$ cat config.mk
export PLATFORM = sky130hd
export DESIGN_NAME = patterned_line_rasterizer_top
export DESIGN_NICKNAME = d
export VERILOG_FILES = /design/src/rtl/core/plr_pkg.sv /design/src/rtl/core/patterned_line_rasterizer_top.sv /design/src/rtl/core/plr_step.sv
export SDC_FILE = /design/constraint.sdc
export NUM_CORES = 1
export LEC_CHECK = 0
export BUFFER_PORTS_ARGS = -buffer_cell sky130_fd_sc_hd__buf_2
export CAP_MARGIN = 15
export CORE_MARGIN = 2
export CORE_UTILIZATION = 40
export CTS_BUF_LIST = sky130_fd_sc_hd__clkbuf_2
export DETAILED_ROUTE_END_ITERATION = 16
export PLACE_DENSITY = 0.57
export SLEW_MARGIN = 25
export SYNTH_ARGS = -nofsm -noshare
export SYNTH_HDL_FRONTEND = slang
export SYNTH_HIERARCHICAL = 1
export SYNTH_SLANG_ARGS = --single-unit
$ cat constraint.sdc
create_clock -name aclk -period 8.1 [get_ports aclk]
set_input_delay 2.43 -clock aclk [delete_from_list [all_inputs] [get_ports aclk]]
set_output_delay 2.43 -clock aclk [all_outputs]
set_load 0.05 [all_outputs]
$ cat src/rtl/core/plr_pkg.sv
// ----------------------------------------------------------------------------
// Patterned line rasterizer package
// Shared constants and types for the stippled line walker.
// ----------------------------------------------------------------------------
package plr_pkg;

    localparam int COORD_BITS_DEF  = 12;
    localparam int LAYER_COUNT_DEF = 8;

    localparam int STIPPLE_BITS     = 8;
    localparam int COLOR_BITS       = 32;
    localparam int LAYER_BITS       = 3;
    localparam int LAYER_COUNT_BITS = 9;

    // Bits of the input and output words that do not depend on the coordinate width.
    localparam int IN_FIXED_BITS  = STIPPLE_BITS + COLOR_BITS + LAYER_BITS;
    localparam int OUT_FIXED_BITS = COLOR_BITS + LAYER_BITS;

    typedef enum logic {
        FUNC_START = 1'b0,
        FUNC_STEP  = 1'b1
    } func_t;

    typedef struct packed {
        logic x_down;
        logic y_down;
    } dirs_t;

    typedef struct packed {
        logic move_x;
        logic move_y;
        logic done;
    } step_flags_t;

endpackage

$ cat src/rtl/core/patterned_line_rasterizer_top.sv
// ----------------------------------------------------------------------------
// Patterned line rasterizer top level
// All-octant Bresenham line walker with an 8-bit rotating stipple pattern.
// ----------------------------------------------------------------------------
// A start word (s_tuser = 0) loads the endpoints, pattern, color and layer and
// produces no output. Each step word (s_tuser = 1) after a start produces one
// pixel, with m_tlast on the endpoint; a step while idle produces nothing. The
// block takes one word per clock unless stalled: every step decision is made
// combinationally from the walker registers, and the pixel waits in one
// output register, so s_tready is high while it is empty or being read.
module patterned_line_rasterizer_top #(
    parameter int COORD_BITS  = plr_pkg::COORD_BITS_DEF,
    parameter int LAYER_COUNT = plr_pkg::LAYER_COUNT_DEF
) (
    input  logic aclk,
    input  logic aresetn,

    input  logic s_tvalid,
    output logic s_tready,
    // start_x, start_y, end_x, end_y, stipple, pen_color, layer_sel, zero fill
    input  logic [((4*COORD_BITS + plr_pkg::IN_FIXED_BITS + 7) / 8) * 8 - 1:0] s_tdata,
    // func
    input  logic s_tuser,

    output logic m_tvalid,
    input  logic m_tready,
    // pix_x, pix_y, pix_color, pix_layer, zero fill
    output logic [((2*COORD_BITS + plr_pkg::OUT_FIXED_BITS + 7) / 8) * 8 - 1:0] m_tdata,
    // draw
    output logic m_tuser,
    output logic m_tlast
);

    localparam int CB        = COORD_BITS;
    localparam int OUT_W     = ((2*CB + plr_pkg::OUT_FIXED_BITS + 7) / 8) * 8;
    localparam int OUT_USED  = 2*CB + plr_pkg::OUT_FIXED_BITS;
    localparam int STIP_LSB  = 4*CB;
    localparam int COLOR_LSB = STIP_LSB + plr_pkg::STIPPLE_BITS;
    localparam int LAYER_LSB = COLOR_LSB + plr_pkg::COLOR_BITS;
    localparam logic [plr_pkg::LAYER_COUNT_BITS-1:0] LAYER_LIMIT =
        plr_pkg::LAYER_COUNT_BITS'(LAYER_COUNT);
    localparam logic [plr_pkg::LAYER_COUNT_BITS-1:0] LAYER_MAX =
        plr_pkg::LAYER_COUNT_BITS'(LAYER_COUNT - 1);

    logic                              busy_reg, busy_next;
    logic signed [CB-1:0]              cur_x_reg, cur_x_next;
    logic signed [CB-1:0]              cur_y_reg, cur_y_next;
    logic signed [CB-1:0]              goal_x_reg, goal_x_next;
    logic signed [CB-1:0]              goal_y_reg, goal_y_next;
    logic        [CB:0]                delta_x_reg, delta_x_next;
    logic        [CB:0]                delta_y_reg, delta_y_next;
    logic signed [CB+1:0]              err_reg, err_next;
    plr_pkg::dirs_t                    dirs_reg, dirs_next;
    logic [plr_pkg::STIPPLE_BITS-1:0]  dash_reg, dash_next;
    logic [plr_pkg::COLOR_BITS-1:0]    color_reg, color_next;
    logic [plr_pkg::LAYER_BITS-1:0]    layer_reg, layer_next;

    logic                              out_valid_reg, out_valid_next;
    logic signed [CB-1:0]              out_x_reg, out_x_next;
    logic signed [CB-1:0]              out_y_reg, out_y_next;
    logic                              out_draw_reg, out_draw_next;
    logic [plr_pkg::COLOR_BITS-1:0]    out_color_reg, out_color_next;
    logic [plr_pkg::LAYER_BITS-1:0]    out_layer_reg, out_layer_next;
    logic                              out_last_reg, out_last_next;

    logic                              s_accept;
    plr_pkg::func_t                    func;
    logic signed [CB-1:0]              in_x0, in_y0, in_x1, in_y1;
    logic [plr_pkg::STIPPLE_BITS-1:0]  in_stipple;
    logic [plr_pkg::COLOR_BITS-1:0]    in_color;
    logic [plr_pkg::LAYER_BITS-1:0]    in_layer;
    logic signed [CB:0]                diff_x, diff_y;
    logic        [CB:0]                abs_x, abs_y;
    logic signed [CB+1:0]              step_err;
    plr_pkg::step_flags_t              step_flags;
    logic [plr_pkg::STIPPLE_BITS-1:0]  dash_rot;

    plr_step #(
        .COORD_BITS(CB)
    ) u_step (
        .cur_x    (cur_x_reg),
        .cur_y    (cur_y_reg),
        .goal_x   (goal_x_reg),
        .goal_y   (goal_y_reg),
        .delta_x  (delta_x_reg),
        .delta_y  (delta_y_reg),
        .err_acc  (err_reg),
        .err_next (step_err),
        .flags    (step_flags)
    );

    assign s_tready = !out_valid_reg || m_tready;
    assign s_accept = s_tvalid && s_tready;

    always_comb begin
        func       = plr_pkg::func_t'(s_tuser);
        in_x0      = signed'(s_tdata[CB-1:0]);
        in_y0      = signed'(s_tdata[2*CB-1:CB]);
        in_x1      = signed'(s_tdata[3*CB-1:2*CB]);
        in_y1      = signed'(s_tdata[4*CB-1:3*CB]);
        in_stipple = s_tdata[STIP_LSB +: plr_pkg::STIPPLE_BITS];
        in_color   = s_tdata[COLOR_LSB +: plr_pkg::COLOR_BITS];
        in_layer   = s_tdata[LAYER_LSB +: plr_pkg::LAYER_BITS];

        diff_x = signed'({in_x1[CB-1], in_x1}) - signed'({in_x0[CB-1], in_x0});
        diff_y = signed'({in_y1[CB-1], in_y1}) - signed'({in_y0[CB-1], in_y0});
        abs_x  = diff_x[CB] ? unsigned'(-diff_x) : unsigned'(diff_x);
        abs_y  = diff_y[CB] ? unsigned'(-diff_y) : unsigned'(diff_y);
        dash_rot = {dash_reg[plr_pkg::STIPPLE_BITS-2:0], dash_reg[plr_pkg::STIPPLE_BITS-1]};

        busy_next    = busy_reg;
        cur_x_next   = cur_x_reg;
        cur_y_next   = cur_y_reg;
        goal_x_next  = goal_x_reg;
        goal_y_next  = goal_y_reg;
        delta_x_next = delta_x_reg;
        delta_y_next = delta_y_reg;
        err_next     = err_reg;
        dirs_next    = dirs_reg;
        dash_next    = dash_reg;
        color_next   = color_reg;
        layer_next   = layer_reg;

        out_valid_next = out_valid_reg && !m_tready;
        out_x_next     = out_x_reg;
        out_y_next     = out_y_reg;
        out_draw_next  = out_draw_reg;
        out_color_next = out_color_reg;
        out_layer_next = out_layer_reg;
        out_last_next  = out_last_reg;

        if (s_accept) begin
            unique case (func)
                plr_pkg::FUNC_START: begin
                    busy_next    = 1'b1;
                    cur_x_next   = in_x0;
                    cur_y_next   = in_y0;
                    goal_x_next  = in_x1;
                    goal_y_next  = in_y1;
                    delta_x_next = abs_x;
                    delta_y_next = abs_y;
                    err_next     = signed'({1'b0, abs_x}) - signed'({1'b0, abs_y});
                    dirs_next.x_down = !(in_x0 < in_x1);
                    dirs_next.y_down = !(in_y0 < in_y1);
                    dash_next    = in_stipple;
                    color_next   = in_color;
                    if ({{(plr_pkg::LAYER_COUNT_BITS - plr_pkg::LAYER_BITS){1'b0}}, in_layer}
                            >= LAYER_LIMIT) begin
                        layer_next = LAYER_MAX[plr_pkg::LAYER_BITS-1:0];
                    end else begin
                        layer_next = in_layer;
                    end
                end
                plr_pkg::FUNC_STEP: begin
                    if (busy_reg) begin
                        dash_next = dash_rot;
                        err_next  = step_err;
                        if (step_flags.move_x) begin
                            cur_x_next = dirs_reg.x_down ? cur_x_reg - CB'(1)
                                                         : cur_x_reg + CB'(1);
                        end
                        if (step_flags.move_y) begin
                            cur_y_next = dirs_reg.y_down ? cur_y_reg - CB'(1)
                                                         : cur_y_reg + CB'(1);
                        end
                        busy_next = !step_flags.done;

                        out_valid_next = 1'b1;
                        out_x_next     = cur_x_reg;
                        out_y_next     = cur_y_reg;
                        out_draw_next  = dash_rot[0];
                        out_color_next = color_reg;
                        out_layer_next = layer_reg;
                        out_last_next  = step_flags.done;
                    end
                end
                default: begin
                end
            endcase
        end
    end

    always_ff @(posedge aclk) begin
        if (!aresetn) begin
            busy_reg      <= 1'b0;
            cur_x_reg     <= '0;
            cur_y_reg     <= '0;
            goal_x_reg    <= '0;
            goal_y_reg    <= '0;
            delta_x_reg   <= '0;
            delta_y_reg   <= '0;
            err_reg       <= '0;
            dirs_reg      <= '0;
            dash_reg      <= '0;
            color_reg     <= '0;
            layer_reg     <= '0;
            out_valid_reg <= 1'b0;
        end else begin
            busy_reg      <= busy_next;
            cur_x_reg     <= cur_x_next;
            cur_y_reg     <= cur_y_next;
            goal_x_reg    <= goal_x_next;
            goal_y_reg    <= goal_y_next;
            delta_x_reg   <= delta_x_next;
            delta_y_reg   <= delta_y_next;
            err_reg       <= err_next;
            dirs_reg      <= dirs_next;
            dash_reg      <= dash_next;
            color_reg     <= color_next;
            layer_reg     <= layer_next;
            out_valid_reg <= out_valid_next;
        end
    end

    always_ff @(posedge aclk) begin
        out_x_reg     <= out_x_next;
        out_y_reg     <= out_y_next;
        out_draw_reg  <= out_draw_next;
        out_color_reg <= out_color_next;
        out_layer_reg <= out_layer_next;
        out_last_reg  <= out_last_next;
    end

    assign m_tvalid = out_valid_reg;
    assign m_tdata  = {{(OUT_W - OUT_USED){1'b0}}, out_layer_reg, out_color_reg,
                       out_y_reg, out_x_reg};
    assign m_tuser  = out_draw_reg;
    assign m_tlast  = out_last_reg;

    // A start never produces a pixel and always leaves the walker busy.
    a_start_loads: assert property (@(posedge aclk) disable iff (!aresetn)
        (s_accept && s_tuser == plr_pkg::FUNC_START)
            |=> (busy_reg && (m_tvalid == $past(m_tvalid && !m_tready))))
        else $error("start word did not load the walker cleanly");

    // A step while idle leaves the output side untouched.
    a_idle_step_silent: assert property (@(posedge aclk) disable iff (!aresetn)
        (s_accept && s_tuser == plr_pkg::FUNC_STEP && !busy_reg)
            |=> (!busy_reg && (m_tvalid == $past(m_tvalid && !m_tready))))
        else $error("step while idle changed the walker or produced a pixel");

    // A step while busy produces a pixel, and the line ends exactly on the last one.
    a_last_ends_line: assert property (@(posedge aclk) disable iff (!aresetn)
        (s_accept && s_tuser == plr_pkg::FUNC_STEP && busy_reg)
            |=> (m_tvalid && (m_tlast == !busy_reg)))
        else $error("pixel last flag disagrees with walker state");

endmodule

$ cat src/rtl/core/plr_step.sv
// ----------------------------------------------------------------------------
// Patterned line rasterizer step
// One Bresenham decision: which axes advance, whether the line ends, and the
// updated error term.
// ----------------------------------------------------------------------------
module plr_step #(
    parameter int COORD_BITS = plr_pkg::COORD_BITS_DEF
) (
    input  logic signed [COORD_BITS-1:0] cur_x,
    input  logic signed [COORD_BITS-1:0] cur_y,
    input  logic signed [COORD_BITS-1:0] goal_x,
    input  logic signed [COORD_BITS-1:0] goal_y,
    input  logic        [COORD_BITS:0]   delta_x,
    input  logic        [COORD_BITS:0]   delta_y,
    input  logic signed [COORD_BITS+1:0] err_acc,
    output logic signed [COORD_BITS+1:0] err_next,
    output plr_pkg::step_flags_t         flags
);

    logic signed [COORD_BITS+2:0] e2;
    logic signed [COORD_BITS+2:0] neg_dy;
    logic signed [COORD_BITS+2:0] dx_wide;
    logic signed [COORD_BITS+1:0] dx_s;
    logic signed [COORD_BITS+1:0] dy_s;
    logic signed [COORD_BITS+1:0] err_mid;
    logic                         x_due;
    logic                         y_due;
    logic                         x_done;
    logic                         y_done;

    always_comb begin
        e2      = {err_acc, 1'b0};
        dx_wide = signed'({2'b00, delta_x});
        neg_dy  = -signed'({2'b00, delta_y});
        dx_s    = signed'({1'b0, delta_x});
        dy_s    = signed'({1'b0, delta_y});

        x_due  = (e2 >= neg_dy);
        x_done = x_due && (cur_x == goal_x);
        flags.move_x = x_due && (cur_x != goal_x);
        err_mid = flags.move_x ? (err_acc - dy_s) : err_acc;

        y_due  = !x_done && (e2 <= dx_wide);
        y_done = y_due && (cur_y == goal_y);
        flags.move_y = y_due && (cur_y != goal_y);
        err_next = flags.move_y ? (err_mid + dx_s) : err_mid;

        flags.done = x_done || y_done;
    end

endmodule
Word level (Yosys, flattened, before mapping)

Cells that the tools add are included.

Logic and storage cells: 85
Bits of input ports: 101
Flip-flop bits (word level): 196
Output and inout port bits: 68

Reductions and logical operators: 20
$lt $le $gt $ge: 4
Equal/unequal tests: 7
Add/subtract/negate cells: 12
Bitwise gates (word level): 1
Mux-type cells: 21

Operators by type and width:

| kind                                                                 | number |
|---|---|
| 12-bit 2-to-1 mux                                                    | 6 |
| 12-bit one-hot mux with 2 select lines                               | 2 |
| 14-bit 2-to-1 mux                                                    | 3 |
| 14-bit one-hot mux with 2 select lines                               | 1 |
| 13-bit 2-to-1 mux                                                    | 2 |
| 13-bit negator                                                       | 2 |
| 12-bit by 12-bit subtractor with 13-bit output                       | 2 |
| 12-bit by 2-bit adder with 12-bit output, second input constant      | 2 |
| 12-bit == test                                                       | 2 |
| 12-bit less-than comparator                                          | 2 |
| 12-bit != test                                                       | 2 |
| 12-bit by 2-bit subtractor with 12-bit output, second input constant | 2 |
| 8-bit one-hot mux with 2 select lines                                | 1 |
| 15-bit >= comparator                                                 | 1 |
| 15-bit by 14-bit <= comparator with 1-bit output                     | 1 |
| 13-bit negator with 15-bit output                                    | 1 |
| 14-bit adder                                                         | 1 |
| 13-bit by 13-bit subtractor with 14-bit output                       | 1 |
| 14-bit subtractor                                                    | 1 |
| 3-bit AND reduction                                                  | 3 |
| 8-bit 2-to-1 mux                                                     | 1 |
| 1-bit logical AND                                                    | 7 |
| 1-bit logical NOT                                                    | 6 |
| 2-bit by 1-bit != test with 1-bit output, second input constant      | 3 |
| other kinds (5)                                                      | 10 |

Longest topological paths before layout

Gate-level depths: netlist of the first run.

Depth in word-level cells: 10
Depth in mapped cells: 29
Depth with buffers taken out: 28

Hierarchy

Netlist of the first run, hierarchy kept.

By module, submodules not included:

| module                        | seq. area each (µm²) | times used | cells each | area each (µm²) |
|---|---|---|---|---|
| patterned_line_rasterizer_top | 4,534.3              | 1          | 1,172      | 10,537.6 |
| plr_step                      | 0.0                  | 1          | 360        | 2,726.4 |

Least setup slack after synthesis of the first run

No wires, ideal clock.

Path type: input-to-reg
Start point: in s_tdata[24] (netlist bit)
End point: reg err_reg[11]
Cell stages on the path: 19
Path buffers: 1
Arrival: 6.203 ns
Library setup time: 0.095 ns
Path slack: 1.802 ns
Data required time: 8.005 ns
Cell sequence: inv_1 ha_1 fa_1 nor2b_1 o211ai_2 a31o_2 a21oi_1 clkbuf_1 nor2_1 a21oi_1 ha_1 nor2b_1 o21a_1 o21ai_0 a21oi_1 a41o_1 o41ai_1 xnor2_1 a221oi_1

Longest elaborated chain between the ends: 5

Ends and longest elaborated chain:

| what                                               | RTL line                             | RTL |
|---|---|---|
| from (decl)                                        | patterned_line_rasterizer_top.sv:21  | `input logic [((4*COORD_BITS + plr_pkg::IN_FIXED_BITS + 7) / 8) * 8 - 1:0] s_tdata,` |
| 12-bit by 12-bit subtractor with 13-bit output (*) | patterned_line_rasterizer_top.sv:105 | `diff_x = signed'({in_x1[CB-1], in_x1}) - signed'({in_x0[CB-1], in_x0});` |
| 13-bit negator                                     | patterned_line_rasterizer_top.sv:107 | `abs_x = diff_x[CB] ? unsigned'(-diff_x) : unsigned'(diff_x);` |
| 13-bit 2-to-1 mux (*)                              | patterned_line_rasterizer_top.sv:107 |  |
| named net abs_x[1]                                 | patterned_line_rasterizer_top.sv:73  | `logic [CB:0] abs_x, abs_y;` |
| 13-bit by 13-bit subtractor with 14-bit output (*) | patterned_line_rasterizer_top.sv:142 | `err_next = signed'({1'b0, abs_x}) - signed'({1'b0, abs_y});` |
| 14-bit one-hot mux with 2 select lines (*)         | patterned_line_rasterizer_top.sv:133 | `unique case (func)` |
| to (signal assigned)                               | patterned_line_rasterizer_top.sv:206 | `err_reg <= err_next;` |
| to (decl)                                          | patterned_line_rasterizer_top.sv:52  | `logic signed [CB+1:0] err_reg, err_next;` |

The timed path passes the listed nets; every way through them passes the cells marked *.
A chain may end at the register's enable or synchronous reset.

Final worst setup path of the first run

Start point: in s_tdata[36] (netlist bit)
End point: reg err_reg[11]

Longest elaborated chain between the ends: 5

Ends and longest elaborated chain:

| what                                               | RTL line                             | RTL |
|---|---|---|
| 12-bit by 12-bit subtractor with 13-bit output (*) | patterned_line_rasterizer_top.sv:106 | `diff_y = signed'({in_y1[CB-1], in_y1}) - signed'({in_y0[CB-1], in_y0});` |
| 13-bit negator                                     | patterned_line_rasterizer_top.sv:108 | `abs_y = diff_y[CB] ? unsigned'(-diff_y) : unsigned'(diff_y);` |
| 13-bit 2-to-1 mux (*)                              | patterned_line_rasterizer_top.sv:108 |  |
| 13-bit by 13-bit subtractor with 14-bit output (*) | patterned_line_rasterizer_top.sv:142 |  |
| 14-bit one-hot mux with 2 select lines (*)         | patterned_line_rasterizer_top.sv:133 |  |

Every way passes the cells marked *; elsewhere a longest branch is shown, timed or not.

==> results.md, run 1 <==
* RSZ-0062 raised after global routing: false
* Root buf cell: clkbuf_2
* Detailed Route WL at 37300 um
* Die area at 34600 um2
* ANT nets after route at 0
* Die height at 186 um
* Critical Path, Cell by Cell: buf_2 > inv_1 > ha_1 > fa_1 > nor2b_4 > o21ba_4 > o21ba_4 > o21ai_0 > a41oi_1 > nor2_1 > xnor2_1 > ha_1 > or3_1 > o21ai_0 > a21oi_1 > a41o_1 > o41ai_1 > xnor2_1 > a221oi_1
* Clock power share at 0.127
* Worst path top cell family by delay: compound AO/OA/AOI/OAI gates
* Synth Instances at 1532
* CP required at 8.86 ns
* Vias in the first global route at 10800
* Max Slew Vio Count at 0
* Fill cell total of the finished layout at 3269
* Pre-antenna DRT Iters at 8
* H-tree Lvls at 4
* Hold-fix buffer count after cts at 0
* Yosys reg bits at 196
* Post-synth EDFFs at 61
* Minimum clock period after layout at 6.32 ns
* CP max FO at 6
* Initial antenna violation count at 1
* Worst path slowest cell: xnor2_1
* Io pins at 169
* Cts bufs inserted at 17
* Post-detail-place hpwl at 27900 um
* Layout cells sized above 1 at 0.154
* Post-Syn Area at 13300 um2
* Row Count at 66
* Post-CTS Resized at 0
* Outcome: complete, no violations
* Detailed Route Iter0 Violations at 864
* Syn Area/Cell at 8.66 um2
* All-Layer GR Usage at 0.215
* Clock Skews at 0.0763 ns
* Max Cap Violations at 0
* Switching share of power at 0.448
* Largest net degree at the start of global routing at 87
* RePlAce Congestion at 0.855
* Fin crit share at 0.780
* DR vias at 11600
* CTS tree: built
* Starting Density at 0.407
* Top FF cell, synth: dfxtp_1
* Min Hold Slack at 0.434 ns
* Core footprint at 32600 um2
* Post-synthesis sequential area ratio at 0.342
* Final setup vio count at 0
* I/O Buffers at 158
* CP startpoint kind: primary input
* Crit. End Element: flip-flop
* Clock Path Buffers at 2
* Crit path kind: in -> reg
* FMAX at 0.158 GHz
* Worst vdd ir at 125 uV
* Drc violations at 0
* CP bufs+invs at 2
* Synth warnings at 6
* First-pass GRT wire length at 57900 um
* Die width at 186 um
* Final global-route overflow total at 0
* Clock-pin slew on the worst setup and hold paths at 0.33 ns
* Clock latency on the worst-skew pair at 0.88 ns
* Power Dens Cells at 265 nW/um2
* Sequential Power Share at 0.307
* DR WL/cell at 17.7 um
* Logic pwr share at 0.567
* Critical Path AT at 7.08 ns
* Most common cell after layout, fill and taps aside: nand2_1
* Setup TNS Final at 0 ns
* Fin nets at 1878
* Slew HR at 0.317
* Async SR Flop Fraction at 0
* Power Internal at 0.00214 W
* Most frequent cells in the layout: 178 x nand2_1, 158 x buf_2, 146 x a21oi_1
* Synth cell types at 95
* Worst-Margin Slew at 1.02 ns
* Post-CTS Setup Bufs at 0
* Clk sinks at 196
* Final hold vios at 0
* Syn-to-layout area delta at 10.2%
* Leakage at 6.12 nW
* Min-Delay Path Class: reg -> reg
* Psw at 0.00173 W
* Slowest stage delay, CP at 0.53 ns
* Vias per std cell at 5.49
==> cell type report <==
class	count	area (um2)	area share
diodes	2	5.00	0.000342
repair buffers	169	873	0.0598
multi-input cells	1173	8040	0.550
clock inverters	14	139	0.00950
well taps	442	553	0.0378
clock buffers	18	90.1	0.00616
flip-flops and latches	196	4530	0.310
inverters	98	382	0.0261
==> worst register-to-register path: cells and delay by family (launching register included) <==
family                   cells  cell delay (ns)
XOR/XNOR                     2             0.24
AND/OR/NAND/NOR              9             2.17
flip-flops                   1             0.41
buffers and inverters        1             0.06
AO/OA/AOI/OAI                8             2.06
adder cells (fa/ha/maj)      3             0.94
multiplexers                 1             0.13
==> power by group through the flow <==
stage	sequential [W]	clock, W	combinational (W)
after floorplan	0.00119	0	0.00172
after global placement	0.00121	0	0.00213
after detailed placement	0.00121	0	0.00215
after CTS	0.00119	0.000510	0.00217
after global routing	0.00120	0.000545	0.00242
final	0.00119	0.000489	0.00219
==> per-layer routing <==
layer	GRT usage	up-vias	share of wire
met5	0	-	0
met4	0.0592	0	0.021
met3	0.0315	51	0.044
met2	0.350	281	0.46
met1	0.297	5509	0.47
li1	-	5747	-
==> stage by stage <==
step	instance area, um2	utilization	instances	power [W]	worst slack, ns
2_1_floorplan	13300	-	1536	0.00291	1.80
4_1_cts	14600	0.448	2110	0.00387	1.97
3_3_place_gp	14400	0.441	2078	0.00334	1.11
5_1_grt	14600	0.448	2111	0.00417	1.27
3_5_place_dp	14400	0.441	2078	0.00336	1.09
6_report	14600	0.448	2112	0.00387	1.78
==> cells in the mapped netlist (18+ instances only) <==
| library cell | n | share of area |
|---|---|---|
| nand2_1 | 179 | 0.051 |
| a21oi_1 | 147 | 0.055 |
| dfxtp_1 | 135 | 0.20 |
| ha_1 | 115 | 0.11 |
| nor2_1 | 112 | 0.032 |
| inv_1 | 97 | 0.027 |
| xnor2_1 | 72 | 0.048 |
| edfxtp_1 | 61 | 0.14 |
| o21ai_0 | 61 | 0.023 |
| clkbuf_1 | 49 | 0.014 |
| xor2_1 | 44 | 0.029 |
| nor3_1 | 41 | 0.015 |
| a211oi_1 | 35 | 0.020 |
| nand3_1 | 35 | 0.013 |
| mux2i_1 | 26 | 0.020 |
| a21o_1 | 19 | 0.011 |
| or3_1 | 18 | 0.0085 |
==> cells by family (layout without fill, tap and decap cells) <==
kind of cell | Yosys count | count (layout) | share of synthesized area
AND/OR/NAND/NOR | 486 | 486 | 0.171
flip-flops | 196 | 196 | 0.342
adder cells (fa/ha/maj) | 122 | 122 | 0.119
buffers and inverters | 167 | 299 | 0.0554
AO/OA/AOI/OAI | 400 | 400 | 0.200
other | 1 | 7 | 0.000283
XOR/XNOR | 117 | 117 | 0.0778
multiplexers | 43 | 43 | 0.0343
==> final timing paths <==
kind	depth (start not counted)	slack [ns]	end	startpoint
max	19	1.78	err_reg[11]	s_tdata[36]
min	0	0.43	out_color_reg[8]	color_reg[8]
max reg2reg	24	1.93	err_reg[10]	delta_y_reg[3]
min reg2reg	0	0.43	out_color_reg[8]	color_reg[8]
Power figures use the tool's default switching activity.
==> inputs of run 2 (changes only) <==
--- a/config.mk
+++ b/config.mk
@@ -5,6 +5,7 @@
 export SDC_FILE = /design/constraint.sdc
 export NUM_CORES = 1
 export LEC_CHECK = 0
+export ABC_AREA = 1
 export BUFFER_PORTS_ARGS = -buffer_cell sky130_fd_sc_hd__buf_2
 export CAP_MARGIN = 15
 export CORE_MARGIN = 2
==> constraint.sdc (replaced) <==
create_clock -name aclk -period 6.1 [get_ports aclk]
set_input_delay 1.83 -clock aclk [delete_from_list [all_inputs] [get_ports aclk]]
set_output_delay 1.83 -clock aclk [all_outputs]
set_load 0.05 [all_outputs]
==> run 2 against run 1 <==
Compared with the run above: global-route usage is 0.48 points lower; utilization decreased by 0.13 points; sequential power is 29% higher; routed wire length is essentially flat; critical endpoint is now err_reg[10]; highest routed layer unchanged.
==> results.md, run 2 <==
* Synth Instances at 1904 (was 1532)
* Slowest stage delay, CP at 0.47 ns (was 0.53 ns)
* Final core utilization at 0.447 (was 0.448)
* DR WL/cell at 14.9 um (was 17.7 um)
* Clock Path Buffers at 2 (unchanged)
* CP max FO at 26 (was 6)
* Die area at 35300 um2 (was 34600 um2)
* Core footprint at 33400 um2 (was 32600 um2)
* Drc violations at 0 (unchanged)
* Worst path slowest cell: o31ai_2 (was xnor2_1)
* Worst vdd ir at 149 uV (was 125 uV)
* Slew HR at 0.331 (was 0.317)
* Placed cell count at 2466 (was 2078)
* Largest net degree at the start of global routing at 95 (was 87)
* Clock Skews at 0.0594 ns (was 0.0763 ns)
* First-pass GRT wire length at 59500 um (was 57900 um)
* Hold-fix buffer count after cts at 0 (unchanged)
* Root buf cell: clkbuf_2 (unchanged)
* FMAX at 0.187 GHz
* Reg2reg setup slack at 0.74 ns (was 1.93 ns)
* Starting Density at 0.405 (was 0.407)
* CP required at 6.92 ns (was 8.86 ns)
* Clock latency on the worst-skew pair at 0.87 ns (was 0.88 ns)
* Vias per std cell at 5.02 (was 5.49)
* Vias in the first global route at 11500 (was 10800)
* Minimum clock period after layout at 5.36 ns
* Die height at 188 um (was 186 um)
* Initial antenna violation count at 1 (unchanged)
* Non-filler instance count after layout at 2499 (was 2112)
* Crit path kind: reg -> reg (was in -> reg)
* Post-CTS Resized at 0 (unchanged)
* Worst path top cell family by delay: simple AND/OR/NAND/NOR gates (was compound AO/OA/AOI/OAI gates)
* Detailed Route WL at 37400 um (was 37300 um)
* H-tree Lvls at 4 (unchanged)
* CP startpoint kind: flip-flop (was primary input)
* Max Slew Vio Count at 0 (unchanged)
* Post-synth EDFFs at 61 (unchanged)
* RSZ-0062 raised after global routing: false (unchanged)
* Min-Delay Path Class: reg -> reg (unchanged)
* Clk sinks at 196 (unchanged)
* Post-Syn Area at 13500 um2 (was 13300 um2)
* Max Cap Violations at 0 (unchanged)
* Post-detail-place hpwl at 28600 um (was 27900 um)
* Power Dens Cells at 288 nW/um2 (was 265 nW/um2)
* Final setup vio count at 0 (unchanged)
* Post-CTS Setup Bufs at 0 (unchanged)
* Syn Area/Cell at 7.11 um2 (was 8.66 um2)
* Most frequent CP cell: nand2_1
* Most common cell after layout, fill and taps aside: nand2_1 (unchanged)
* CP bufs+invs at 2 (unchanged)
* Pre-CTS WS at 0.402 ns (was 1.09 ns)
* Worst-Margin Slew at 1.00 ns (was 1.02 ns)
* Syn-to-layout area delta at 10.4% (was 10.2%)
* Top cells by count, synth: 436 x nand2_1, 231 x inv_1, 214 x nor2_1, 158 x o21ai_0, 144 x a21oi_1 (was 179 x nand2_1, 147 x a21oi_1, 135 x dfxtp_1, 115 x ha_1, 112 x nor2_1)
* Top cells by area, synth: dfxtp_1 20%, edfxtp_1 14%, nand2_1 12% (was dfxtp_1 20%, edfxtp_1 14%, ha_1 11%)
* Row Count at 67 (was 66)
* Count leader, synth: nand2_1 (unchanged)
* Pre-antenna DRT Iters at 6 (was 8)
* Crit. End Element: flip-flop (unchanged)
* Synth area leader: dfxtp_1 (unchanged)
* Setup TNS Final at 0 ns (unchanged)
* Fill cell total of the finished layout at 3488 (was 3269)
* Final global-route overflow total at 0 (unchanged)
* Most frequent cells in the layout: 436 x nand2_1, 230 x inv_1, 212 x nor2_1 (was 178 x nand2_1, 158 x buf_2, 146 x a21oi_1)
* Final hold vios at 0 (unchanged)
* Async SR Flop Fraction at 0 (unchanged)
* Critical Path AT at 6.18 ns (was 7.08 ns)
* I/O Buffers at 158 (unchanged)
* Yosys reg bits at 196 (unchanged)
* RePlAce Congestion at 0.862 (was 0.855)
* DR vias at 12500 (was 11600)
* Top cell type's share of synthesized area at 0.200 (was 0.204)
* Total Power at 0.00430 W (was 0.00387 W)
* Synth cell types at 53 (was 95)
* Synth warnings at 6 (unchanged)
* Cts bufs inserted at 17 (unchanged)
* Die width at 188 um (was 186 um)
* Io pins at 169 (unchanged)
* Top FF cell, synth: dfxtp_1 (unchanged)
* Outcome: complete, no violations (unchanged)
* Post-synthesis sequential area ratio at 0.335 (was 0.342)
* Layout cells sized above 1 at 0.118 (was 0.154)
* Clock-pin slew on the worst setup and hold paths at 0.31 ns (was 0.33 ns)
* Detailed Route Iter0 Violations at 795 (was 864)
* All-Layer GR Usage at 0.210 (was 0.215)
* Leakage at 7.43 nW (was 6.12 nW)
* ANT nets after route at 0 (unchanged)
* Fin crit share at 0.879
* Setup ws final at 0.739 ns (was 1.78 ns)
* CTS tree: built (unchanged)
* Fin nets at 2260 (was 1878)
## run 2: changes by cell type after synthesis, moves of 26 or more
cell and change:
xnor2_1 -46, nor3_1 -27, inv_1 +134, o21ai_0 +97
nor2_1 +102, nand3_1 +84, a211oi_1 -28, mux2i_1 -26
nand2_1 +257
## run 2: area by class of cell
class	count	area (um2)	share of cell area
inverter	236	888	0.0595
timing repair buffer	170	883	0.0591
antenna	1	2.50	0.000167
multi-input combinational	1416	7850	0.525
clock buffer	18	90.1	0.00603
tap	448	561	0.0375
clock inverter	14	133	0.00888
sequential	196	4530	0.303
## run 2: kinds of logic (layout without fill, tap and decap cells)
group	count (synthesis)	after routing	share of synthesized area
xor+xnor	79	79	0.0517
compound gates	386	386	0.157
buf+inv	296	438	0.0875
simple gates	824	824	0.252
flops	196	196	0.335
fa+ha+maj	122	122	0.117
other cells	1	6	0.000277
## run 2: worst min-delay path, cell delays in order (launching register included)
cell and delay, ns:
dfxtp_1 0.37, nand2_1 0.05, a31oi_1 0.07
## run 2: path summary, 6_finish.rpt
kind / end / cells past startpoint / start
setup reg to reg: err_reg[10] / 32 / delta_y_reg[1]
setup / recovery: err_reg[10] / 32 / delta_y_reg[1]
hold / removal: dash_reg[6] / 2 / dash_reg[5]
hold reg to reg: dash_reg[6] / 2 / dash_reg[5]
## run 2: report_power, final
group | total, W | switching (W) | leakage, nW | internal [W]
logic | 0.00213 | 0.00136 | 5.62 | 0.000769
registers | 0.00153 | 0.0000906 | 1.69 | 0.00144
clock network | 0.000639 | 0.000486 | 0.125 | 0.000153
## run 2: metal layers
metal | wire length, um | GRT usage
met2 | 16600 | 0.345
met4 | 564 | 0.0524
met1 | 18500 | 0.290
met3 | 1670 | 0.0318
met5 | 0 | 0
## run 2: stage by stage
stage | cell area [um2] | hold WS [ns]
floorplan | 13500 | 0.403
global placement | 14700 | 0.405
detailed placement | 14700 | 0.408
CTS | 14900 | 0.462
global route | 14900 | 0.474
finish | 14900 | 0.450
